**config.mk**
```make
export PLATFORM = sky130hd
export DESIGN_NAME = wfe_fifo
export DESIGN_NICKNAME = d
export VERILOG_FILES = /design/src/hw/rtl/wfe_fifo.sv
export SDC_FILE = /design/constraint.sdc
export NUM_CORES = 1
export LEC_CHECK = 0
export BUFFER_PORTS_ARGS = -buffer_cell sky130_fd_sc_hd__buf_2
export CAP_MARGIN = 20
export CORE_UTILIZATION = 46
export CTS_CLUSTER_SIZE = 30
export DETAILED_ROUTE_END_ITERATION = 6
export GPL_TIMING_DRIVEN = 0
export PLACE_DENSITY = 0.7
export SLEW_MARGIN = 20
export SYNTH_ARGS = -nofsm -noshare
export SYNTH_HDL_FRONTEND = slang
export SYNTH_SLANG_ARGS = --single-unit
```
**constraint.sdc**
```tcl
create_clock -name clock -period 2.08 [get_ports clock]
set_input_delay 0.208 -clock clock [delete_from_list [all_inputs] [get_ports clock]]
set_output_delay 0.208 -clock clock [all_outputs]
set_load 0.01 [all_outputs]
```
**src/hw/rtl/wfe_fifo.sv**
```systemverilog
// Small register queue between the front end and the back end.
// Depends on nothing beyond its parameters.
`default_nettype none

module wfe_fifo #(
   parameter int WIDTH = 8,
   parameter int DEPTH = 2
) (
   input  wire logic             clock,
   input  wire logic             reset,
   input  wire logic             push,
   input  wire logic [WIDTH-1:0] push_data,
   output logic                  full,
   input  wire logic             pop,
   output logic [WIDTH-1:0]      head_data,
   output logic                  empty
);

   localparam int PTR_W = (DEPTH > 1) ? $clog2(DEPTH) : 1;
   localparam int CNT_W = $clog2(DEPTH + 1);

   logic [WIDTH-1:0] mem_ff [DEPTH];
   logic [PTR_W-1:0] wr_ptr_ff, wr_ptr_in;
   logic [PTR_W-1:0] rd_ptr_ff, rd_ptr_in;
   logic [CNT_W-1:0] count_ff, count_in;
   logic             do_push;
   logic             do_pop;

   assign full      = (count_ff == CNT_W'(DEPTH));
   assign empty     = (count_ff == '0);
   assign do_push   = push && !full;
   assign do_pop    = pop && !empty;
   assign head_data = mem_ff[rd_ptr_ff];

   always_comb begin
      wr_ptr_in = wr_ptr_ff;
      rd_ptr_in = rd_ptr_ff;
      count_in  = count_ff;
      if (do_push) begin
         wr_ptr_in = (wr_ptr_ff == PTR_W'(DEPTH - 1)) ? '0 : wr_ptr_ff + PTR_W'(1);
      end
      if (do_pop) begin
         rd_ptr_in = (rd_ptr_ff == PTR_W'(DEPTH - 1)) ? '0 : rd_ptr_ff + PTR_W'(1);
      end
      if (do_push && !do_pop) begin
         count_in = count_ff + CNT_W'(1);
      end else if (do_pop && !do_push) begin
         count_in = count_ff - CNT_W'(1);
      end
   end

   always_ff @(posedge clock) begin
      if (reset) begin
         wr_ptr_ff <= '0;
         rd_ptr_ff <= '0;
         count_ff  <= '0;
      end else begin
         wr_ptr_ff <= wr_ptr_in;
         rd_ptr_ff <= rd_ptr_in;
         count_ff  <= count_in;
      end
   end

   always_ff @(posedge clock) begin
      if (do_push) begin
         mem_ff[wr_ptr_ff] <= push_data;
      end
   end

endmodule

`default_nettype wire

```
* Word-level counts from Yosys, hierarchy flattened
Memories as Yosys holds them, arrays and structs flattened. A register that Yosys moved wholly into a read port is not among the register bits. Index checks and enable logic that the tools add are counted.
Storage, ports and cells: input port bits 12, output and inout port bits 10, word-level logic and storage cells 27, memories 1, flip-flop bits (word level) 4, memory bits (writable) 16
Memory list:
- mem_ff | words 2, width 8, rd ports 1, clocked after memory_dff 1, write ports 1, line 22 | logic [WIDTH-1:0] mem_ff [DEPTH];
Cells by class: reduce and logical (&&, ||, !) cells 10, $add $sub $neg 4, mux-type cells 8, equal/unequal tests 1
Operator list (number):
- 1-bit 2-to-1 mux | 6
- 1-bit logical AND | 4
- 1-bit zero test | 4
- 2-bit 2-to-1 mux | 2
- 1-bit adder, second input constant | 2
- 2-bit by 1-bit adder with 2-bit output, second input constant | 1
- 2-bit equality test, second input constant | 1
- 2-bit zero test | 1
- 2-bit nonzero test | 1
- 2-bit by 1-bit subtractor with 2-bit output, second input constant | 1

* Depth between registers and ports, before layout
Gate-level depths: netlist of the first run.
depth after elaboration 7, gate-level depth with buffers 6, gate-level depth less buffers 6

* Worst setup path before layout of the first run
OpenSTA, ideal clock, no wires.
path kind reg-to-reg, start point register count_ff[1], end point register count_ff[1], buffers on the path 0, required time 2.010 ns, stages on the path, launching flop included 6, clock period less this slack 1.492 ns, slack 0.588 ns, setup time 0.070 ns, arrival 1.422 ns, cell sequence dfxtp_1 > nor2b_2 > nor2_1 > ha_1 > or3_1 > a21oi_1
Between the ends: cells in the longest elaborated chain, start to end 6, elaborated cells on any way between the ends 15, classes of those cells add/sub: 2; eq/ne: 1; mux: 2; reduce/logical: 10
Ends and longest elaborated chain:
- start, declared | line 25 | logic [CNT_W-1:0] count_ff, count_in;
- start signal, assigned | line 60 | count_ff <= count_in;
- 2-bit equality test (*) | line 29 | assign full = (count_ff == CNT_W'(DEPTH));
- net full | line 13 | output logic full,
- 1-bit zero test (*) | line 31 | assign do_push = push && !full;
- 1-bit logical AND (*) | line 31
- 1-bit zero test | line 47 | end else if (do_pop && !do_push) begin
- 1-bit logical AND | line 47
- 2-bit nonzero test (no source line)
The timed path passes the listed nets; every way through them passes the cells marked *. The select of a mux whose other input is x is not followed. A chain may end at the register's enable or synchronous reset.

* Final worst setup path of the first run
start point register count_ff[0], end point register count_ff[1]
Between the ends: cells in the longest elaborated chain, start to end 6, elaborated cells on any way between the ends 15, classes of those cells add/sub: 2; eq/ne: 1; mux: 2; reduce/logical: 10
Ends and longest elaborated chain (line):
- 2-bit equality test / 2-bit zero test (equally long branches) | 29, 30
- 1-bit zero test (on tied branches) | 31, 32
- 1-bit logical AND (on tied branches) | 31, 32
- 1-bit zero test (on tied branches) | 47, 45
- 1-bit logical AND (on tied branches) | 47, 45
- 2-bit nonzero test (no source line) / 2-bit 2-to-1 mux (equally long branches)
Parallel ways exist; a longest one is shown, timed or not. The select of a mux whose other input is x is not followed.

==> impl_metrics.ini, run 1 <==
[run_status]
status = complete, but fails checks
violations = design-rule violations

[hold_path]
min_path_cells = 1
hp-class = in2reg
worst_hold_startpoint = push_data[5]
hold_end = mem_ff[0][5]

[worst_setup_path]
r2r_end = count_ff[1]
reg2reg_depth = 4
critPathMaxStageDelay_ps = 380
start_kind = flop
reg2reg_from = count_ff[0]
cp_top_family = compound AO/OA/AOI/OAI gates
worstPathCellList = o21ai_0 > ha_1 > or3_1 > a21oi_1
crit_type = reg2reg
reg2reg_setup_slack_ps = 480
critPathSlowestCell = dfxtp_1
crit_arrival_ps = 1830
crit_required_ps = 2320
cp_max_fo = 5
crit_path_end_kind = flop
cp.buffers_inverters = 0

[detailed_routing]
vias_per_cell = 5.099
drc = 6
avgRoutedWirePerCell_um = 12.16
dr.pass1.iters = 5
ant_nets = 0
drt_iter0_drc = 13
wirelength_um = 1107
via_count = 464

[pwr]
p_sw_mw = 0.3300
finalPower_mw = 1.105
seqPwrFrac_pct = 51.6
clkPwrFrac_pct = 16.7
swShare_pct = 29.85
powerDensity_nw_per_um2 = 1169
cellInternalPower_mw = 0.7755
peakVddDrop_mv = 0.7887
p_leak_nw = 0.3859
comb_power_share_pct = 31.7

[floorplan]
die_y_um = 43.53
fp.dieW_um = 43.53
io_pins = 22
core_area_um2 = 1559
initial_core_util_pct = 50.88
dieArea_um2 = 1894
rows = 14

[timing]
tns_ps = 0
hold_viol_final = 0
setup_violations = 0
clock.fmax_mhz = 625.2
rsz0062_at_grt = false
worst_slack_ps = 480.6
fin_skew_ps = 1.456
drv_slew = 0
period_share_pct = 76.90
min_period_ps = 1599
maxSlewHeadroom_pct = 75.84
tightest_slew_ps = 362.3

[placed_design]
dp_hpwl_um = 810.3
place_ws_ps = 497.4
placed_area_um2 = 918.4
placed_cells = 87
routabilityCongestion = 0.6470
port_buffers = 21

[clock_network]
clkLatencyLatePin_ps = 290
root_buffer = clkbuf_4
clk_pin_slew_ps = 110
hold_buffers = 0
numCtsBuffers = 3
cts_tree = done
cts_buffer_depth = 2
cts_resized = 0
h-tree-depth = 1
numClockSinks = 21
cts_setup_buffers = 0

[global_routing]
grt-ovfl-total = 0
grt_max_degree = 13
grt_pass1_wl_um = 1745
grt_usage_pct = 13.93
grt_pass1_vias = 426
antenna_found_initial = 0

[synth]
yosys_warnings = 0
syn_nets = 63
ys_types = 13
netlist_area_um2 = 793.3
synthTopCellsByArea = edfxtp_1 (61%), dfxtp_1 (13%), mux2_2 (11%)
ys_seq_area_share_pct = 73.19
synthCells = 50
synthDominantCellAreaShare_pct = 60.57
yosys.area.top_type = edfxtp_1
synth_seq_cells = 21
avgSynthCellArea_um2 = 15.87

[flow_run]
drv_cap = 0

[finish]
finalInstanceArea_um2 = 945.9
finalNonFillerCells = 91
layout.nets = 89
area_growth_pct = 19.24
drive_gt1_share_pct = 46.67
diodes = 0
final_cell_mix = buf_2 (22), edfxtp_1 (16), mux2_2 (8)
layout_commonest_cell = buf_2
n_fill_cell = 132
==> layer usage <==
layer	GRT usage, %	vias to the layer above	share of wire (%)
li1	-	233	-
met1	15.49	215	44
met2	22.42	14	50
met3	3.750	2	4.7
met4	11.25	0	1.4
met5	0	-	0
==> cells by family (layout without fill, tap and decap cells) <==
group           Yosys count  in the layout  synth area share [%]
fa+ha+maj                 1              1                 1.577
compound gates            5              5                 3.154
mux                       8              8                 11.36
xor+xnor                  3              3                 3.313
flops                    21             21                 73.19
simple gates              9              9                 5.837
buf+inv                   3             28                 1.577
==> area by class of cell <==
type                    instances  area (um^2)  share of cell area (%)
flip-flops and latches         21        580.6                   61.38
clock inverters                 1        5.005                  0.5291
plain buffers                   1        5.005                  0.5291
repair buffers                 21        105.1                   11.11
multi-input cells              26        200.2                   21.16
clock buffers                   3        22.52                   2.381
inverters                       2        7.507                  0.7937
well taps                      16        20.02                   2.116
==> through the flow <==
step / hold slack, ps / utilization [%]
after floorplan: 277.1 / -
after global placement: 397.1 / 58.91
after detailed placement: 400.2 / 58.91
after CTS: 77.77 / 60.67
after global routing: 70.55 / 60.67
final: 94.73 / 60.67
==> how the worst max path moves through the flow <==
stage / cells past startpoint / to / start
floorplan: 5 / count_ff[1] / count_ff[1]
global placement: 4 / count_ff[1] / count_ff[0]
detailed placement: 4 / count_ff[1] / count_ff[0]
CTS: 4 / count_ff[1] / count_ff[0]
global route: 4 / count_ff[1] / count_ff[0]
finish: 4 / count_ff[1] / count_ff[0]
==> synthesized netlist by cell type <==
master,n
ha_1,1
a21oi_1,2
edfxtp_1,16
or3_1,2
dfxtp_1,5
mux2_2,8
nor2_1,5
nor2b_2,1
o21ai_0,3
xor2_1,3
inv_1,2
buf_2,1
and2_1,1
==> power by group through the flow <==
stage	Sequential [mW]	Clock [mW]	Combinational, mW
final	0.570	0.185	0.350
after global routing	0.577	0.215	0.391
after CTS	0.571	0.197	0.357
after detailed placement	0.580	0	0.355
after global placement	0.577	0	0.346
after floorplan	0.571	0	0.247
==> sequential cells by signal, summed over array words and instances (netlist names), named ones only <==
signal     flops
count_ff       2
mem_ff        16
rd_ptr_ff      1
wr_ptr_ff      1
No activity file was read; power rests on OpenSTA's default activity.
==> run 2: changes to the inputs <==
- CORE_UTILIZATION: 46 -> 44
- clock period: 2.08 -> 1.35 ns (I/O delays scaled with it)
==> run 2 against run 1 <==
Against the previous run: the run ends with negative setup slack left; combinational power is 140% higher; final cell count is 12% higher; count of clock-buffer cells in the layout stayed put; utilization is 7.9 points higher; critical endpoint unchanged.
==> impl_metrics.ini, run 2 (synthesis results as in run 1) <==
[worst_setup_path]
crit_arrival_ps = 1660
crit_required_ps = 1580
crit_type = reg2reg
reg2reg_depth = 6
start_kind = flop
crit_path_end_kind = flop
cp_max_fo = 4

[finish]
area_growth_pct = 37.86
diodes = 0
finalInstanceArea_um2 = 1094
largestRegisters = mem_ff (16), count_ff (2)
drive_gt1_share_pct = 58.97
layout.nets = 92
layout_commonest_cell = edfxtp_1
final_util_pct = 68.60
final_cell_mix = edfxtp_1 (16), buf_2 (13), mux2_4 (8), buf_6 (8), nor2_1 (4)
largest_reg_flops = 16
regMostFlops = mem_ff

[global_routing]
grt_pass1_wl_um = 1918
grt_pass1_vias = 471
antenna_found_initial = 0
grt_usage_pct = 14.14
grt-ovfl-total = 0
grt_max_degree = 13

[detailed_routing]
drt_iter0_drc = 14
dr.pass1.iters = 4
via_count = 479
avgRoutedWirePerCell_um = 12.76
ant_nets = 0
vias_per_cell = 4.696
drc = 0
wirelength_um = 1302

[floorplan]
initial_core_util_pct = 49.76
io_pins = 22
rows = 14
core_area_um2 = 1594
die_y_um = 44.46
fp.dieW_um = 44.46
dieArea_um2 = 1977

[flow_run]
drv_cap = 0

[timing]
drv_slew = 0
worst_slack_ps = -78.32
maxSlewHeadroom_pct = 86.37
period_share_pct = 105.8
tightest_slew_ps = 204.4
hold_viol_final = 0
whs_ps = 20.64
min_period_ps = 1428
setup_violations = 15
fin_skew_ps = 0.8374
rsz0062_at_grt = true
clock.fmax_mhz = 700.1

[clock_network]
numCtsBuffers = 3
numClockSinks = 21
cts_buffer_depth = 2
root_buffer = clkbuf_4
clk_pin_slew_ps = 110
cts_tree = done
clkLatencyLatePin_ps = 290
h-tree-depth = 1
hold_buffers = 0

[pwr]
p_leak_nw = 0.4518
powerDensity_nw_per_um2 = 1866
peakVddDrop_mv = 1.288

[hold_path]
hp-class = in2reg
min_path_cells = 1

[placed_design]
place_ws_ps = -130.3
port_buffers = 21
placed_area_um2 = 935.9
dp_hpwl_um = 883.3
routabilityCongestion = 0.6652

[run_status]
status = complete, but fails checks
violations = negative setup slack
-- run 2: changes by cell type in the layout (fill, tap and decap cells not counted), sizes merged --
cell	previous run	this run
buf	22	25
-- run 2: final timing paths --
kind | start | to | slack, ps
hold reg to reg | wr_ptr_ff | wr_ptr_ff | 500
hold / removal | push_data[1] | mem_ff[0][1] | 20
setup / recovery | count_ff[1] | count_ff[1] | -80
setup reg to reg | count_ff[1] | count_ff[1] | -80
-- run 2: layout make-up --
type,instances,area (um^2)
plain buffers,1,15.01
flip-flops and latches,21,586.8
multi-input cells,26,246.5
clock buffers,3,22.52
fillers,121,500.5
inverters,2,10.01
repair buffers,24,177.7
clock inverters,1,5.005
well taps,24,30.03
-- run 2: metal layers --
| layer | share of wire (%) | global-route usage, % | wire length (um) |
|---|---|---|---|
| met4 | 0.69 | 7.273 | 9 |
| met1 | 42 | 15.49 | 553 |
| met2 | 53 | 25.88 | 684 |
| met3 | 4.1 | 2.449 | 54 |
| met5 | 0 | 0 | 0 |
-- run 2: stage by stage --
step | cells | TNS (ps) | power, mW
floorplan | 50 | -61.12 | 1.284
global placement | 95 | -459.5 | 1.448
detailed placement | 95 | -586.7 | 1.471
CTS | 100 | -199.1 | 1.979
global route | 102 | -1154 | 2.145
finish | 102 | -458.2 | 2.041
-- run 2: critical path, cell delays in order, from the launching register on --
cell     delay, ps
dfxtp_2        380
nor2b_4        160
nor2_2          50
ha_1           180
xor2_1         150
or3_1          330
a21oi_2        120
-- run 2: where the power goes --
group	internal, mW	switching, mW	total, mW
Combinational	0.488	0.351	0.839
Clock	0.110	0.180	0.290
Sequential	0.837	0.0742	0.911
Total	1.44	0.606	2.04
-- run 2: repair_timing --
| action | 4_1_cts | 5_1_grt |
|---|---|---|
| gates resized for setup | 22 | 6 |
| setup endpoints to repair | 22 | 18 |
| setup buffers | 1 | 2 |
| pin swaps | 1 | 0 |
==> run 3: changes to the inputs <==
- CORE_ASPECT_RATIO: unset -> 0.75
==> run 3 against run 2 <==
Against the previous run: the run still ends with negative setup slack left; critical path depth unchanged; maximum frequency down 0.11%; first-iteration DRC count up 57%; final cell count down 2.9%; flip-flop and latch count unchanged; sequential power up 1%; design area up 3.0%; setup slack worse by 1.6 ps; clock skew up 9.3 ps; critical path type unchanged; critical endpoint unchanged; largest power group unchanged; highest routed layer unchanged.
==> impl_metrics.ini, run 3 (synthesis results as in run 1) <==
[detailed_routing]
wl_met2_um = 663
drc = 0
dr_wl_met3_um = 87
vias_per_cell = 5.000
avgRoutedWirePerCell_um = 13.45
top_layer = met4
drt_iter0_drc = 22
dr.pass1.iters = 4
ant_nets = 0
wirelength_um = 1332
met1_length_um = 565
via_count = 495

[finish]
n_fill_cell = 113
largest_reg_flops = 16
largestRegisters = mem_ff (16), count_ff (2)
layout_commonest_cell = edfxtp_1
final_cell_mix = edfxtp_1 (16), buf_2 (13), buf_6 (9)
layout.nets = 92
area_growth_pct = 41.96
drive_gt1_share_pct = 60.26
regMostFlops = mem_ff
finalInstanceArea_um2 = 1126
diodes = 0

[worst_setup_path]
crit_required_ps = 1580
start_kind = flop
crit_arrival_ps = 1660
crit_type = reg2reg
crit_path_end_kind = flop
cp_max_fo = 5

[hold_path]
hp-class = in2reg

[timing]
worst_slack_ps = -79.91
setup_violations = 9
tns_ps = -345.0
period_share_pct = 105.9
maxSlewHeadroom_pct = 85.55
tightest_slew_ps = 214.5
drv_slew = 0
fin_skew_ps = 10.18
min_period_ps = 1430
clock.fmax_mhz = 699.3
hold_viol_final = 0
rsz0062_at_grt = true

[placed_design]
routabilityCongestion = 0.7467
placed_area_um2 = 932.1
port_buffers = 21
dp_hpwl_um = 776.7

[run_status]
violations = negative setup slack
status = complete, but fails checks

[global_routing]
grt_pass1_vias = 474
grt_max_degree = 13
grt_pass1_wl_um = 1987
antenna_found_initial = 0
grt-ovfl-total = 0
grt_usage_pct = 15.08

[clock_network]
clk_pin_slew_ps = 110
h-tree-depth = 1
cts_buffer_depth = 2
root_buffer = clkbuf_4
clkLatencyLatePin_ps = 300
numClockSinks = 21
numCtsBuffers = 3
cts_tree = done

[floorplan]
core_area_um2 = 1577
rows = 12
initial_core_util_pct = 50.32
die_y_um = 38.77
dieArea_um2 = 1978
fp.dieW_um = 51.03
io_pins = 22

[pwr]
powerDensity_nw_per_um2 = 1859
p_leak_nw = 0.4561
peakVddDrop_mv = 1.288

[flow_run]
drv_cap = 0
==> run 3: timing repair <==
item / CTS / global route
setup buffers: 1 / 1
pin swaps: 1 / 2
hold buffers: 0 / 1
endpoints found under the setup margin: 20 / 21
resized for setup: 23 / 11
hold endpoints to repair: 0 / 2
==> run 3: layout make-up <==
cell class	instances	area, um^2	area share (%)
Sequential cell	21	589.3	52.33
Timing Repair Buffer	24	183.9	16.33
Tap cell	21	26.28	2.333
Clock buffer	3	22.52	2.000
Buffer	1	15.01	1.333
Inverter	2	15.01	1.333
Clock inverter	1	5.005	0.4444
Multi-Input combinational cell	26	269.0	23.89
==> run 3: critical path, cell delays in order, from the launching register on <==
cell and delay [ps]:
dfxtp_4 380, nor2b_4 190, nor2_4 70, ha_4 150, xor2_1 140, or3_1 320, a21oi_2 110
==> run 3: power by group <==
group | leakage [nW] | switching, mW | internal (mW) | total (mW)
logic | 0.246 | 0.379 | 0.517 | 0.896
clock network | 0.0177 | 0.165 | 0.110 | 0.276
registers | 0.192 | 0.0782 | 0.843 | 0.921
total | 0.456 | 0.623 | 1.47 | 2.09
==> run 3: routing by layer <==
layer,vias up,GRT usage (%)
li1,239,-
met1,234,17.51
met2,18,26.32
met3,4,5.882
met4,0,4.167
met5,-,0
==> run 3: worst paths after layout <==
path | from | to | slack [ps] | cells past startpoint
worst max-delay path | count_ff[1] | count_ff[1] | -80 | 6
worst min-delay path | push_data[0] | mem_ff[0][0] | 20 | 1
worst max register to register | count_ff[1] | count_ff[1] | -80 | 6
worst min register to register | wr_ptr_ff | wr_ptr_ff | 510 | 2
==> run 3: stage by stage <==
stage / std cells / util, % / setup slack (ps) / power [mW] / hold WS (ps)
2_1_floorplan: 50 / - / -61.12 / 1.284 / 196.7
3_3_place_gp: 92 / 59.13 / -68.88 / 1.449 / 322.2
3_5_place_dp: 92 / 59.13 / -91.39 / 1.461 / 326.2
4_1_cts: 97 / 67.46 / -61.22 / 1.965 / 13.67
5_1_grt: 99 / 71.43 / -162.2 / 2.211 / 3.137
6_report: 99 / 71.43 / -79.91 / 2.093 / 16.76
