===== config.mk =====
export PLATFORM = sky130hd
export DESIGN_NAME = wfe_front_flat
export DESIGN_NICKNAME = d
export VERILOG_FILES = /design/src/hw/rtl/wfe_pkg.sv /design/src/hw/rtl/wfe_channels.sv /design/src/hw/rtl/wfe_front.sv /design/src/flat_wrapper.sv
export SDC_FILE = /design/constraint.sdc
export NUM_CORES = 1
export LEC_CHECK = 0
export ABC_AREA = 1
export BUFFER_PORTS_ARGS = -buffer_cell sky130_fd_sc_hd__buf_4
export CAP_MARGIN = 20
export CORE_UTILIZATION = 50
export CTS_BUF_LIST = sky130_fd_sc_hd__clkbuf_16
export DETAILED_ROUTE_END_ITERATION = 16
export PLACE_DENSITY = 0.71
export SLEW_MARGIN = 20
export SYNTH_ARGS = -nofsm -noshare
export SYNTH_HDL_FRONTEND = slang
export SYNTH_SLANG_ARGS = --single-unit

===== constraint.sdc =====
create_clock -name clock -period 5.78 [get_ports clock]
set_input_delay 0.289 -clock clock [delete_from_list [all_inputs] [get_ports clock]]
set_output_delay 0.289 -clock clock [all_outputs]
set_load 0.02 [all_outputs]

===== src/hw/rtl/wfe_pkg.sv =====
// Shared types, constants and helper functions for the waveform feature extractor.
// Depends on nothing; wfe_channels, wfe_front, wfe_back and the top level import it.
`default_nettype none

package wfe_pkg;

   // Defaults of the top-level parameters.
   localparam int MAX_SAMPLES_DEF = 1024;
   localparam int ADC_BITS_DEF    = 14;

   // Fixed widths of the register file and of the result fields.
   localparam int CFG_W      = 11;
   localparam int MV_W       = 16;
   localparam int CSR_DATA_W = 16;
   localparam int CSR_IDX_W  = 3;
   localparam int OUT_W      = 32;
   localparam int PEAK_W     = 10;

   // 1000 mV in Q15.16.
   localparam int OFFSET_Q16 = 65536000;

   // Register reset values.
   localparam logic [MV_W-1:0]  MV_PER_CODE_RST = 16'd8000;
   localparam logic             NEG_POL_RST     = 1'b1;
   localparam logic [CFG_W-1:0] NUM_SAMPLES_RST = 11'd1024;
   localparam logic [CFG_W-1:0] BASELINE_RST    = 11'd15;
   localparam logic [CFG_W-1:0] GUARD_RST       = 11'd25;

   typedef enum logic [CSR_IDX_W-1:0] {
      CSR_MV_PER_CODE = 3'd0,
      CSR_NEG_POL     = 3'd1,
      CSR_NUM_SAMPLES = 3'd2,
      CSR_BASELINE    = 3'd3,
      CSR_GUARD       = 3'd4
   } csr_index_type;

   typedef enum logic [1:0] {
      BK_RUN,
      BK_LAUNCH,
      BK_DIV,
      BK_FIN
   } back_state_type;

   // How the front end classified one sample.
   typedef struct packed {
      logic last;
      logic in_start;
      logic in_end;
   } item_flags_type;

   typedef struct packed {
      logic [OUT_W-1:0]  wave_mv;
      logic              waveform_end;
      logic [OUT_W-1:0]  min_mv;
      logic [OUT_W-1:0]  max_mv;
      logic [OUT_W-1:0]  peak_to_peak_mv;
      logic [OUT_W-1:0]  mean_mv;
      logic [PEAK_W-1:0] peak_index;
      logic [OUT_W-1:0]  baseline_mv;
      logic [OUT_W-1:0]  max_above_base;
      logic [OUT_W-1:0]  min_above_base;
   } rsp_payload_type;

   // Converted sample: wide enough for the product and for the 1000 mV offset.
   function automatic int value_width(input int adc_bits);
      int w;
      w = (adc_bits + MV_W > 26) ? adc_bits + MV_W : 26;
      return w + 1;
   endfunction

   function automatic int index_width(input int max_samples);
      return $clog2(max_samples);
   endfunction

   function automatic int count_width(input int max_samples);
      return $clog2(max_samples) + 1;
   endfunction

   function automatic int sum_width(input int adc_bits, input int max_samples);
      return value_width(adc_bits) + $clog2(max_samples);
   endfunction

   function automatic logic signed [OUT_W-1:0] sat32(input logic signed [63:0] x);
      logic signed [63:0] hi;
      logic signed [63:0] lo;
      hi = 64'sh0000_0000_7FFF_FFFF;
      lo = -64'sh0000_0000_8000_0000;
      if (x > hi) begin
         return 32'sh7FFF_FFFF;
      end else if (x < lo) begin
         return 32'sh8000_0000;
      end
      return x[OUT_W-1:0];
   endfunction

endpackage

`default_nettype wire


===== src/hw/rtl/wfe_channels.sv =====
// Valid/ready channel interfaces for ADC samples and for result items.
// Depends on wfe_pkg for default widths.
`default_nettype none

interface wfe_req_if import wfe_pkg::*; #(parameter int ADC_W = ADC_BITS_DEF);
   logic             valid;
   logic             ready;
   logic [ADC_W-1:0] adc_code;

   modport source (output valid, output adc_code, input ready);
   modport sink   (input valid, input adc_code, output ready);
endinterface


`default_nettype wire


===== src/hw/rtl/wfe_front.sv =====
// Front end: accepts ADC codes, scales them and tags each with its index and window flags.
// Depends on wfe_pkg and wfe_channels; feeds wfe_fifo.
`default_nettype none

module wfe_front import wfe_pkg::*; #(
   parameter int MAX_SAMPLES = MAX_SAMPLES_DEF,
   parameter int ADC_BITS    = ADC_BITS_DEF
) (
   input  wire logic                                  clock,
   input  wire logic                                  reset,
   wfe_req_if.sink                                    req_chan,
   input  wire logic [MV_W-1:0]                       mv_per_code,
   input  wire logic                                  negative_polarity,
   input  wire logic [count_width(MAX_SAMPLES)-1:0]   n_eff,
   input  wire logic [count_width(MAX_SAMPLES)-1:0]   b_eff,
   input  wire logic                                  fifo_full,
   output logic                                       push,
   output logic [value_width(ADC_BITS) + index_width(MAX_SAMPLES)
                 + $bits(item_flags_type) - 1:0]      push_data
);

   localparam int V_W    = value_width(ADC_BITS);
   localparam int IDX_W  = index_width(MAX_SAMPLES);
   localparam int NW     = count_width(MAX_SAMPLES);
   localparam int PROD_W = ADC_BITS + MV_W;

   logic                    accept;
   logic                    req_ready;
   logic [IDX_W-1:0]        cnt_ff, cnt_in;
   logic                    stage_valid_ff, stage_valid_in;
   logic [PROD_W-1:0]       prod_ff;
   logic [IDX_W-1:0]        idx_ff;
   item_flags_type          flags_ff;
   item_flags_type          flags_now;
   logic signed [V_W-1:0]   shifted;
   logic signed [V_W-1:0]   value;

   assign req_ready      = !stage_valid_ff || !fifo_full;
   assign req_chan.ready = req_ready;
   assign accept         = req_chan.valid && req_ready;
   assign push           = stage_valid_ff;

   // Window membership and end of waveform for the sample being accepted.
   always_comb begin
      flags_now.last     = ((NW'(cnt_ff) + NW'(1)) >= n_eff);
      flags_now.in_start = (NW'(cnt_ff) < b_eff);
      flags_now.in_end   = (NW'(cnt_ff) >= (n_eff - b_eff));
   end

   always_comb begin
      cnt_in         = cnt_ff;
      stage_valid_in = stage_valid_ff;
      if (push && !fifo_full) begin
         stage_valid_in = 1'b0;
      end
      if (accept) begin
         stage_valid_in = 1'b1;
         cnt_in         = flags_now.last ? '0 : cnt_ff + IDX_W'(1);
      end
   end

   always_ff @(posedge clock) begin
      if (reset) begin
         cnt_ff         <= '0;
         stage_valid_ff <= 1'b0;
      end else begin
         cnt_ff         <= cnt_in;
         stage_valid_ff <= stage_valid_in;
      end
   end

   always_ff @(posedge clock) begin
      if (accept) begin
         prod_ff  <= PROD_W'(req_chan.adc_code) * PROD_W'(mv_per_code);
         idx_ff   <= cnt_ff;
         flags_ff <= flags_now;
      end
   end

   // Offset by 1000 mV, then flip for negative pulses.
   assign shifted   = $signed(V_W'(prod_ff)) - V_W'(OFFSET_Q16);
   assign value     = negative_polarity ? -shifted : shifted;
   assign push_data = {value, idx_ff, flags_ff};

endmodule

`default_nettype wire


===== src/flat_wrapper.sv =====
// flat-port wrapper written by rule: the top's interface ports become plain ports
module wfe_front_flat import wfe_pkg::*;
#(
   parameter int MAX_SAMPLES = MAX_SAMPLES_DEF,
   parameter int ADC_BITS    = ADC_BITS_DEF
)
  (clock, reset, mv_per_code, negative_polarity, n_eff, b_eff, fifo_full, push, push_data, req_chan_valid, req_chan_adc_code, req_chan_ready);
  wfe_req_if req_chan_i ();
  input  wire logic clock;
  input  wire logic reset;
  input  wire logic [MV_W-1:0] mv_per_code;
  input  wire logic negative_polarity;
  input  wire logic [count_width(MAX_SAMPLES)-1:0] n_eff;
  input  wire logic [count_width(MAX_SAMPLES)-1:0] b_eff;
  input  wire logic fifo_full;
  output logic push;
  output logic [value_width(ADC_BITS) + index_width(MAX_SAMPLES)
                 + $bits(item_flags_type) - 1:0] push_data;
  input wire logic [$bits(req_chan_i.valid)-1:0] req_chan_valid;
  input wire logic [$bits(req_chan_i.adc_code)-1:0] req_chan_adc_code;
  output wire logic [$bits(req_chan_i.ready)-1:0] req_chan_ready;
  assign req_chan_i.valid = req_chan_valid;
  assign req_chan_i.adc_code = req_chan_adc_code;
  assign req_chan_ready = req_chan_i.ready;
  wfe_front #(.MAX_SAMPLES(MAX_SAMPLES), .ADC_BITS(ADC_BITS)) u_core (.clock(clock), .reset(reset), .req_chan(req_chan_i), .mv_per_code(mv_per_code), .negative_polarity(negative_polarity), .n_eff(n_eff), .b_eff(b_eff), .fifo_full(fifo_full), .push(push), .push_data(push_data));
endmodule

== Yosys cells after proc, flatten, opt, wreduce, memory -nomap -nowiden ==
Cells that the tools add are included.

* Reductions and logical operators: 6
* Mux-type cells: 4
* Multipliers: 1
* Magnitude comparators: 3
* $add $sub $neg: 5

{| class="wikitable"
|+ Operators by type and width
! kind !! count
|-
| two-way mux 31 bit || 1
|-
| negation 31 bit || 1
|-
| subtractor 30 x 26 -> 31 bit, second input constant || 1
|-
| multiplier 14 x 16 -> 30 bit || 1
|-
| adder 10 x 1 -> 11 bit, second input constant || 1
|-
| >= comparator 10 x 11 -> 1 bit || 1
|-
| >= comparator 11 bit || 1
|-
| < comparator 10 x 11 -> 1 bit || 1
|-
| subtractor 11 bit || 1
|-
| adder 10 x 1 -> 10 bit, second input constant || 1
|-
| two-way mux 10 bit || 1
|-
| logical AND 1 bit || 2
|-
| zero test 1 bit || 2
|-
| two-way mux 1 bit || 2
|-
| nonzero test 2 bit || 1
|-
| logical OR 1 bit || 1
|}

* Input port bits: 57
* Flip-flop bits (word level): 54

== Depth between registers and ports, before layout ==
Gate-level depths: netlist (run 1).

* Depth in word-level cells: 4
* Mapped depth: 27
* Depth with buffers taken out: 25

== Worst setup path after synthesis (run 1) ==
No wires, ideal clock.

* Path kind: input -> register
* From: in req_chan_adc_code[13]
* To: reg u_core.prod_ff[27] (data pin)
* Data arrival time: 5215 ps
* Cell stages on the path: 21
* Buffers on the path: 2
* Slack: 312 ps
* Cell sequence: clkbuf_1 -> clkbuf_1 -> nand2_1 -> fa_1 -> fa_1 -> inv_1 -> fa_1 -> fa_1 -> fa_1 -> inv_1 -> fa_1 -> inv_1 -> ha_1 -> nand2_1 -> inv_1 -> a21oi_1 -> nor2_1 -> o21ai_0 -> nand3_1 -> nand2_1 -> nand2_1

* Cells in the longest elaborated chain, start to end: 1

{| class="wikitable"
|+ RTL lines
! item !! RTL line !! text
|-
| start: declaration || flat_wrapper.sv:20 || <nowiki>input wire logic [$bits(req_chan_i.adc_code)-1:0] req_chan_adc_code;</nowiki>
|-
| multiplier 14 x 16 -> 30 bit || wfe_front.sv:74 || <nowiki>prod_ff <= PROD_W'(req_chan.adc_code) * PROD_W'(mv_per_code);</nowiki>
|-
| end signal: assignment || wfe_front.sv:74 ||
|-
| end: declaration || wfe_front.sv:31 || <nowiki>logic [PROD_W-1:0] prod_ff;</nowiki>
|}

Every way passes these cells.
A chain may end at the register's enable or synchronous reset.

== Worst setup path after layout (run 1) ==
* From: in mv_per_code[9]
* To: reg u_core.prod_ff[26] (data pin)

* Cells in the longest elaborated chain, start to end: 1

{| class="wikitable"
|+ RTL lines
! item !! RTL line !! text
|-
| start: declaration || flat_wrapper.sv:11 || <nowiki>input wire logic [MV_W-1:0] mv_per_code;</nowiki>
|-
| multiplier 14 x 16 -> 30 bit || wfe_front.sv:74 ||
|}

Every way passes these cells.

==> metrics.txt, run 1 <==
vias in the first global route between 9000 and 10000; share of Yosys cell area claimed by the top area cell type between 20 and 30%; Sw Pwr between 4000 and 5000 uW; Worst Setup End Kind flip-flop; routed vias around 10000; first-pass GRT wire length 46800 um; Final Skew ~7.2 ps; Async SR Flop Fraction 0%; routed len/inst 13.8 um; Die H 157 um; Placer Congestion 0.949; Setup CP Type input pin to flip-flop; post-layout net count between 2000 and 2500; Mapped Cells approximately 1600; fin crit share 90.9%; initial core utilization 51.3%; leakage power around 0.008 uW; antenna-violating nets left 0; syn nets a little under 2000; core area 23500 sq um; Clk pin slew, worst setup/hold paths 70 ps; Max Transition Viols Final 0; Clock Tree Buf Depth 2; Worst EP arrival ~5300 ps; Layout fillers approximately 2300; area grow syn2layout 9.46%; Startpoint Class input pin; worst slew pin tran between 900 and 1000 ps; residual DRC count 0; count leader, synth nand2_1; Synth area leader fa_1; synth cell count leaders 432 x nand2_1, 415 x inv_1, 166 x fa_1; outcome completed; Peak VDD IR 0.000441 V; Comb power frac 84.7%; post-route insts no fill 2000; post-synthesis register bit count 54; Hold-fix buffers, CTS 0; Worst EP required around 5800 ps; GRT Resource Usage Total 23.6%; iteration-0 DRC count of the detailed router 673; Fmax 0.190 GHz; Final Setup Violations 0; Hold WC Path Type input pin to flip-flop; Die Width 157 um; CTS Sinks 54; TritonCTS clock tree done; Seq/Total Area, Yosys 12.5%; maxcap violations 0; power density over the cells 584 nW/um^2; num rows 56; Max Fanout on Critical Path 14; Sw Share between 50% and 60%; top cells by area, synth fa_1 28%, ha_1 14%, nand2_1 13%; clock share of power 3.8%; HPWL after detailed placement 23500 um; TritonCTS buffer count 5; post-CTS setup buffer count 0; initial antenna violation count 0; TNS Setup 0 ps; vias per inst 5.01; H-tree depth 2; Antenna diodes 0; sequential power share between 10% and 20%; Primary FF master, synth edfxtp_1; Routed WL 27500 um; Final Hold Viols 0; Skew-Pair Late Insertion Delay 290 ps; Port Buffer Count 102; Post-synth EDFFs 43; total gr overflow 0; Die Area 24800 sq um; io pins ~100; Yosys warning count 0; min Tclk post-route 5250 ps; slew margin rel. between 30 and 40%; RSZ-0062 raised after global routing no; share of layout cells above drive strength 1 8.33%; # resized after CTS 0; dpl cells roughly 2000; root buf cell clkbuf_16; Synth cell types 44; average size of a mapped cell ~7.5 sq um; first-pass detailed-route iteration total 5; internal power component 3370 uW; largest net degree at the start of global routing 44; Mapped Area 12100 sq um
[per-layer routing]
| metal | vias to the layer above | GRT usage, % | wire length (um) |
|---|---|---|---|
| met5 | - | 0 | 0 |
| met4 | 0 | 4.85 | 334 |
| met3 | 28 | 2.18 | 1320 |
| met2 | 261 | 40.2 | 12800 |
| met1 | 4776 | 32.4 | 13000 |
| li1 | 4951 | - | - |
[final timing paths]
path	to	slack, ps	cells after the start	from
worst min-delay path	u_core.cnt_ff[6]	260	2	reset
worst min register to register	u_core.push	510	2	u_core.push
worst max-delay path	u_core.prod_ff[26]	530	22	mv_per_code[9]
worst max register to register	u_core.cnt_ff[0]	2590	13	u_core.cnt_ff[1]
[kinds of logic after synthesis]
group | share of synthesized area (%)
XOR/XNOR | 4.50
flip-flops | 12.5
AND/OR/NAND/NOR | 21.4
buffers and inverters | 14.7
adder cells (fa/ha/maj) | 41.8
AO/OA/AOI/OAI | 5.05
[sequential cells by signal, indices dropped and copies added (netlist names)]
name,flops
u_core.prod_ff,30
u_core.cnt_ff,10
u_core.idx_ff,10
u_core.push_data,3
u_core.push,1
[cells in the final DEF, fill, tap and decap left out, types with 2 or more instances in the layout]
master,n
nand2_1,432
inv_1,415
fa_1,166
ha_1,138
buf_4,106
nor2_1,74
a21oi_1,58
nand3_1,56
xor2_1,48
edfxtp_1,43
o21ai_0,26
nand4_1,14
xnor2_1,14
dfxtp_1,11
nor3_1,10
o21bai_1,7
nand2_2,7
a31oi_1,6
a21o_1,5
clkbuf_16,5
nand3b_1,4
nor2_4,4
inv_2,3
nor2_2,3
o21a_1,2
or2_1,2
nand3_2,2
or2_2,2
[layout make-up]
cell class	instances	area [sq um]	share of cell area, %
Sequential cell	54	1510	11.4
Clock buffer	5	125	0.947
Clock inverter	3	22.5	0.171
Tap cell	319	399	3.02
Inverter	419	1570	11.9
Multi-Input combinational cell	1094	8780	66.5
Timing Repair Buffer	106	796	6.02
[worst max-delay path, cell delays in order]
cell and delay (ps):
buf_4 180, nand2_1 80, inv_1 50, fa_1 520, inv_1 50, fa_1 530
inv_1 50, fa_1 550, fa_1 450, fa_1 540, inv_1 50, fa_1 520
inv_1 40, ha_1 360, a21oi_1 240, o21ai_0 180, a21oi_1 160, nand2_1 140
nand3_1 120, nand2_1 50, nand2_1 50, nand2_1 70
[power by group through the flow]
stage / Sequential, uW / Clock (uW) / Combinational (uW)
floorplan: 881 / 0 / 4820
global placement: 895 / 0 / 6450
detailed placement: 899 / 0 / 6470
CTS: 891 / 301 / 6520
global route: 905 / 315 / 7440
finish: 890 / 293 / 6530
[per-stage QoR]
step           hold slack (ps)  utilization (%)  setup WS (ps)  power (uW)  instance area, sq um
2_1_floorplan              358                -            312        5700                 12100
3_3_place_gp               503             55.5            228        7340                 13100
3_5_place_dp               518             55.5            271        7370                 13100
4_1_cts                    256             56.1            577        7720                 13200
5_1_grt                    259             56.1            269        8660                 13200
6_report                   258             56.1            528        7710                 13200
(Power assumes the default switching activity.)
==> run 2, diff against run 1 <==
- CORE_MARGIN: not set -> 8
- PLACE_DENSITY: 0.71 -> 0.69
- clock period: 5.78 -> 6.3 ns (I/O delays scaled with it)
==> run 2 against run 1 <==
- sequential power down 8.5%
- wire length rose by 3.2%
- register-to-register slack improved by 550 ps
- worst hold slack better by 34 ps
- final area is essentially flat
- flip-flop and latch count unchanged
- critical path depth stayed put
- largest cell class unchanged
- largest power group unchanged
==> metrics.txt, run 2 (same netlist as run 1, synthesis figures left out) <==
routed vias 9834 (was 10000); Setup CP Type input pin to flip-flop (unchanged); fin crit share 83.4%; GRT Resource Usage Total 19.8% (was 23.6%); number of flip-flops in the largest register 30 (unchanged); Final Hold Viols 0 (unchanged); Worst EP required 6340 ps (was 5820 ps); root buf cell clkbuf_16 (unchanged); share of layout cells above drive strength 1 8.16% (was 8.33%); leakage power 0.00778 uW (about the same); area grow syn2layout 9.50% (was 9.46%); clock share of power 4.3% (was 3.8%); iteration-0 DRC count of the detailed router 634 (was 673); # resized after CTS 0 (unchanged); Placer Congestion 0.861 (was 0.949); Comb power frac 84.2% (was 84.7%); Sw Share 55.9% (was 56.3%); r2r setup slk 3140 ps (was 2590 ps); slowest CP cell fa_1 (unchanged); first-pass GRT wire length 47300 um (was 46800 um); Max Fanout on Critical Path 14 (unchanged); Final Setup Violations 0 (unchanged); Most flops, register u_core.prod_ff (unchanged); area of the multi-input gates 8780 sq um (unchanged); maxcap violations 0 (unchanged); initial core utilization 50.2% (was 51.3%); hold_ws 291 ps (was 258 ps); TNS Setup 0 ps (unchanged); Die H 171 um (was 157 um); vias per inst 4.91 (was 5.01); first-pass detailed-route iteration total 5 (unchanged); Port Buffer Count 102 (unchanged); slew margin rel. 38.1% (was 39.3%); H-tree depth 2 (unchanged); FF+latch area 1510 sq um (unchanged); power density over the cells 538 nW/um^2 (was 584 nW/um^2); routed len/inst 14.2 um (was 13.8 um); initial antenna violation count 0 (unchanged); sequential power share 11.5% (about the same); TritonCTS buffer count 5 (unchanged); most common cell after layout, fill and taps aside nand2_1 (unchanged); vias in the first global route 9873 (was 9960); Hold-fix buffers, CTS 0 (unchanged); antenna-violating nets left 0 (unchanged); Worst EP arrival 5300 ps (was 5290 ps); Max Transition Viols Final 0 (unchanged); Worst Setup End Kind flip-flop (unchanged); family with the most delay on the worst path adder cells (unchanged); internal power component 3140 uW (was 3370 uW); Die Area 29400 sq um (was 24800 sq um); Largest stage delay, worst path 560 ps (was 550 ps); Startpoint Class input pin (unchanged); Final Skew 4.83 ps (was 7.23 ps); outcome completed (unchanged); Layout fillers 2286 (was 2295); residual DRC count 0 (unchanged); Sw Pwr 3970 uW (was 4340 uW); Fmax roughly 0.19 GHz; Clk pin slew, worst setup/hold paths 70 ps (about the same); Routed WL 28400 um (was 27500 um); HPWL after detailed placement 24400 um (was 23500 um); core area 24000 sq um (was 23500 sq um); Antenna diodes 0 (unchanged); Buf+Inv Stages, Crit Path 7 (was 6); worst slew pin tran 929 ps (was 911 ps); Hold WC Path Type input pin to flip-flop (unchanged); Die Width 171 um (was 157 um); Final Instance Area 13200 sq um (about the same); largest net degree at the start of global routing 38 (was 44); Area after DPL 13000 sq um (was 13100 sq um); TritonCTS clock tree done (unchanged); commonest cells after routing, fill and taps aside 432 x nand2_1, 415 x inv_1, 166 x fa_1 (unchanged); num rows 57 (was 56); post-CTS setup buffer count 0 (unchanged); total gr overflow 0 (unchanged); Clock Tree Buf Depth 2 (unchanged); Peak VDD IR 0.000399 V (was 0.000441 V); post-layout net count 2038 (was 2041); Skew-Pair Late Insertion Delay 290 ps (about the same); CTS Sinks 54 (unchanged); RSZ-0062 raised after global routing no (unchanged); Cell Chain, Critical Path buf_4, nand2_1, inv_1, fa_1, inv_1, fa_1, inv_1, fa_1, fa_1, fa_1, inv_1, fa_1, inv_1, ha_1, nand2_1, inv_1, a21oi_1, nor2_1, o21ai_0, nand3_1, nand2_1, nand2_1 (was buf_4, nand2_1, inv_1, fa_1, inv_1, fa_1, inv_1, fa_1, fa_1, fa_1, inv_1, fa_1, inv_1, ha_1, a21oi_1, o21ai_0, a21oi_1, nand2_1, nand3_1, nand2_1, nand2_1, nand2_1); min Tclk post-route 5260 ps; io pins 103 (unchanged); top flop regs u_core.prod_ff: 30 flops, u_core.cnt_ff: 10 flops, u_core.idx_ff: 10 flops (unchanged)
run 2: worst paths after layout:
kind                                        from             endpoint  cells after the start
worst max-delay path              mv_per_code[9]   u_core.prod_ff[27]                     22
worst min-delay path                       reset     u_core.cnt_ff[8]                      2
worst max register to register  u_core.cnt_ff[0]  u_core.push_data[2]                     11
worst min register to register       u_core.push          u_core.push                      2
run 2: per-layer routing:
layer / global-route usage (%) / vias up / share of wire (%)
met4: 3.52 / 0 / 1.2
met2: 33.4 / 250 / 46
met5: 0 / - / 0
met1: 27.3 / 4621 / 47
met3: 2.32 / 24 / 5.4
li1: - / 4939 / -
run 2: cell type report:
cell class,count,share of cell area [%]
Multi-Input combinational cell,1094,66.5
Inverter,419,11.9
Timing Repair Buffer,103,5.85
Clock inverter,3,0.331
Sequential cell,54,11.4
Tap cell,324,3.07
Clock buffer,5,0.947
run 2: worst reg2reg max path, delay by kind of cell, from the launching register on:
kind            cells  cell delay (ps)
fa+ha+maj           2              550
xor+xnor            1              190
compound gates      3             1010
simple gates        3              510
flops               1              470
buf+inv             2              160
run 2: power groups by stage:
stage               logic (uW)  clock network [uW]  registers, uW
finish                    5990                 308            814
floorplan                 4420                   0            808
CTS                       6060                 313            815
detailed placement        6030                   0            823
global placement          6040                   0            820
global route              6880                 327            831
run 2: stage by stage:
stage	instances	power (uW)	setup WS [ps]	util (%)
2_1_floorplan	1619	5230	806	-
3_3_place_gp	1994	6860	721	54.3
3_5_place_dp	1994	6850	700	54.3
4_1_cts	2002	7190	1020	55.0
5_1_grt	2002	8040	688	55.0
6_report	2002	7110	1040	55.0
==> run 3, diff against run 2 <==
- PLACE_DENSITY: 0.69 -> 0.71
- clock period: 6.3 -> 4.7 ns (I/O delays scaled with it)
==> run 3 against run 2 <==
- the flow now finishes with violations (setup timing)
- clock-buffer cell count unchanged
- die area stayed put
- flip-flop and latch count is the same
- register-to-register slack lost 1600 ps
- global-route usage up 0.64 points
==> metrics.txt, run 3 (same netlist as run 1, synthesis figures left out) <==
outcome finished, violations left (was completed); failing checks setup timing; Final Setup Violations 7 (was 0); Buf+Inv Stages, Crit Path 8 (was 7); Skew-Pair Late Insertion Delay 290 ps (about the same); vias per inst 4.96 (was 4.91); min Tclk post-route 4760 ps; share of layout cells above drive strength 1 22.1% (was 8.16%); num rows 57 (unchanged); initial core utilization 50.2% (unchanged); Reg2Reg Depth 12 (was 11); Worst EP arrival 4810 ps (was 5300 ps); Worst Setup End Kind flip-flop (unchanged); worst reg2reg path startpoint u_core.cnt_ff[1] (was u_core.cnt_ff[0]); CTS Sinks 54 (unchanged); routed vias 10600 (was 9834); hold path start reset (unchanged); family with the most delay on the worst path adder cells (unchanged); first-pass GRT wire length 49600 um (was 47300 um); vias in the first global route 10800 (was 9873); Worst Hold Endpoint u_core.cnt_ff[3] (was u_core.cnt_ff[8]); Port Buffer Count 102 (unchanged); iteration-0 DRC count of the detailed router 587 (was 634); Final Skew 4.28 ps (was 4.83 ps); Die H 171 um (unchanged); first-pass detailed-route iteration total 5 (unchanged); Placer Congestion 0.899 (was 0.861); Antenna diodes 0 (unchanged); largest net degree at the start of global routing 44 (was 38); post-layout net count 2163 (was 2038); Final Hold Viols 0 (unchanged); core area 24000 sq um (unchanged); TNS Setup -204 ps (was 0 ps); Startpoint Class input pin (unchanged); final setup margin -63.4 ps (was 1040 ps); TritonCTS clock tree done (unchanged); H-tree depth 2 (unchanged); initial antenna violation count 0 (unchanged); residual DRC count 0 (unchanged); area grow syn2layout 24.8% (was 9.50%); worst slew pin tran 929 ps (about the same); Max Transition Viols Final 0 (unchanged); Die Area 29400 sq um (unchanged); Setup CP Type input pin to flip-flop (unchanged); root buf cell clkbuf_16 (unchanged); reg2reg end u_core.push_data[2] (unchanged); Area after DPL 14100 sq um (was 13000 sq um); most common cell after layout, fill and taps aside nand2_1 (unchanged); antenna-violating nets left 0 (unchanged); Final Instance Area 15100 sq um (was 13200 sq um); slew margin rel. 38.0% (was 38.1%); Die Width 171 um (unchanged); RSZ-0062 raised after global routing yes (was no); hold_ws 198 ps (was 291 ps); fin crit share 101%; Hold WC Path Type input pin to flip-flop (unchanged); Worst EP required 4750 ps (was 6340 ps); io pins 103 (unchanged); total gr overflow 0 (unchanged); routed len/inst 14.0 um (was 14.2 um); GRT Resource Usage Total 20.4% (was 19.8%); Clock Tree Buf Depth 2 (unchanged); Fmax between 0.2 and 0.25 GHz; slowest CP cell fa_1 (unchanged); TritonCTS buffer count 5 (unchanged); Routed WL 29900 um (was 28400 um); Most flops, register u_core.prod_ff (unchanged); maxcap violations 0 (unchanged); Max Fanout on Critical Path 8 (was 14); number of flip-flops in the largest register 30 (unchanged); Largest stage delay, worst path 540 ps (was 560 ps); most used cell, CP fa_1; Min-Delay Path Depth 2 (unchanged); top flop regs u_core.prod_ff: 30 flops, u_core.cnt_ff: 10 flops, u_core.idx_ff: 10 flops (unchanged); HPWL after detailed placement 25400 um (was 24400 um); commonest cells after routing, fill and taps aside 398 x nand2_1, 385 x inv_1, 196 x buf_4 (was 432 x nand2_1, 415 x inv_1, 166 x fa_1); dpl ws -471 ps (was 700 ps); Clk pin slew, worst setup/hold paths 70 ps (about the same); r2r setup slk 1560 ps (was 3140 ps)
-- run 3: cell count changes in the layout (fill, tap and decap cells not counted), sizes merged --
cell / change
buf: +123
clkbuf: +2
clkinv: +1
bufinv: -1
-- run 3: layer usage --
| metal | wire [um] | vias to the layer above | share of wire (%) | track usage (%) |
|---|---|---|---|---|
| met4 | 522 | 0 | 1.7 | 4.54 |
| met1 | 13600 | 5048 | 45 | 27.4 |
| met3 | 1430 | 43 | 4.8 | 1.68 |
| li1 | - | 5198 | - | - |
| met5 | 0 | - | 0 | 0 |
| met2 | 14300 | 267 | 48 | 35.5 |
-- run 3: metrics by stage --
| step | util [%] | instances |
|---|---|---|
| after global routing | 62.7 | 2127 |
| after floorplan | - | 1619 |
| after CTS | 60.5 | 2121 |
| final | 62.7 | 2127 |
| after detailed placement | 58.8 | 2110 |
| after global placement | 58.8 | 2110 |
-- run 3: how the worst max path moves through the flow --
stage | from | to | slack (ps) | depth (start not counted)
floorplan | req_chan_adc_code[2] | u_core.prod_ff[29] | -250 | 24
global placement | req_chan_adc_code[4] | u_core.prod_ff[28] | -470 | 20
detailed placement | req_chan_adc_code[10] | u_core.prod_ff[29] | -470 | 17
CTS | req_chan_adc_code[11] | u_core.prod_ff[29] | -20 | 20
global route | mv_per_code[11] | u_core.prod_ff[22] | -230 | 23
finish | mv_per_code[5] | u_core.prod_ff[26] | -60 | 25
-- run 3: layout make-up --
type	instances	area (sq um)
multi-input cells	1094	9430
repair buffers	228	1990
clock buffers	5	125
flip-flops and latches	54	1510
fillers	2094	8970
inverters	419	1570
clock inverters	3	28.8
well taps	324	405
-- run 3: repair_timing --
item,4_1_cts,5_1_grt
pin swaps,51,41
gates resized for setup,70,107
hold buffers,0,0
buffers inserted,4,4
cloned,0,2
endpoints found under the setup margin,18,22
Power of run 3 is not shown: default switching activity piles up to over one toggle a cycle in this logic, so the estimate is an artifact.
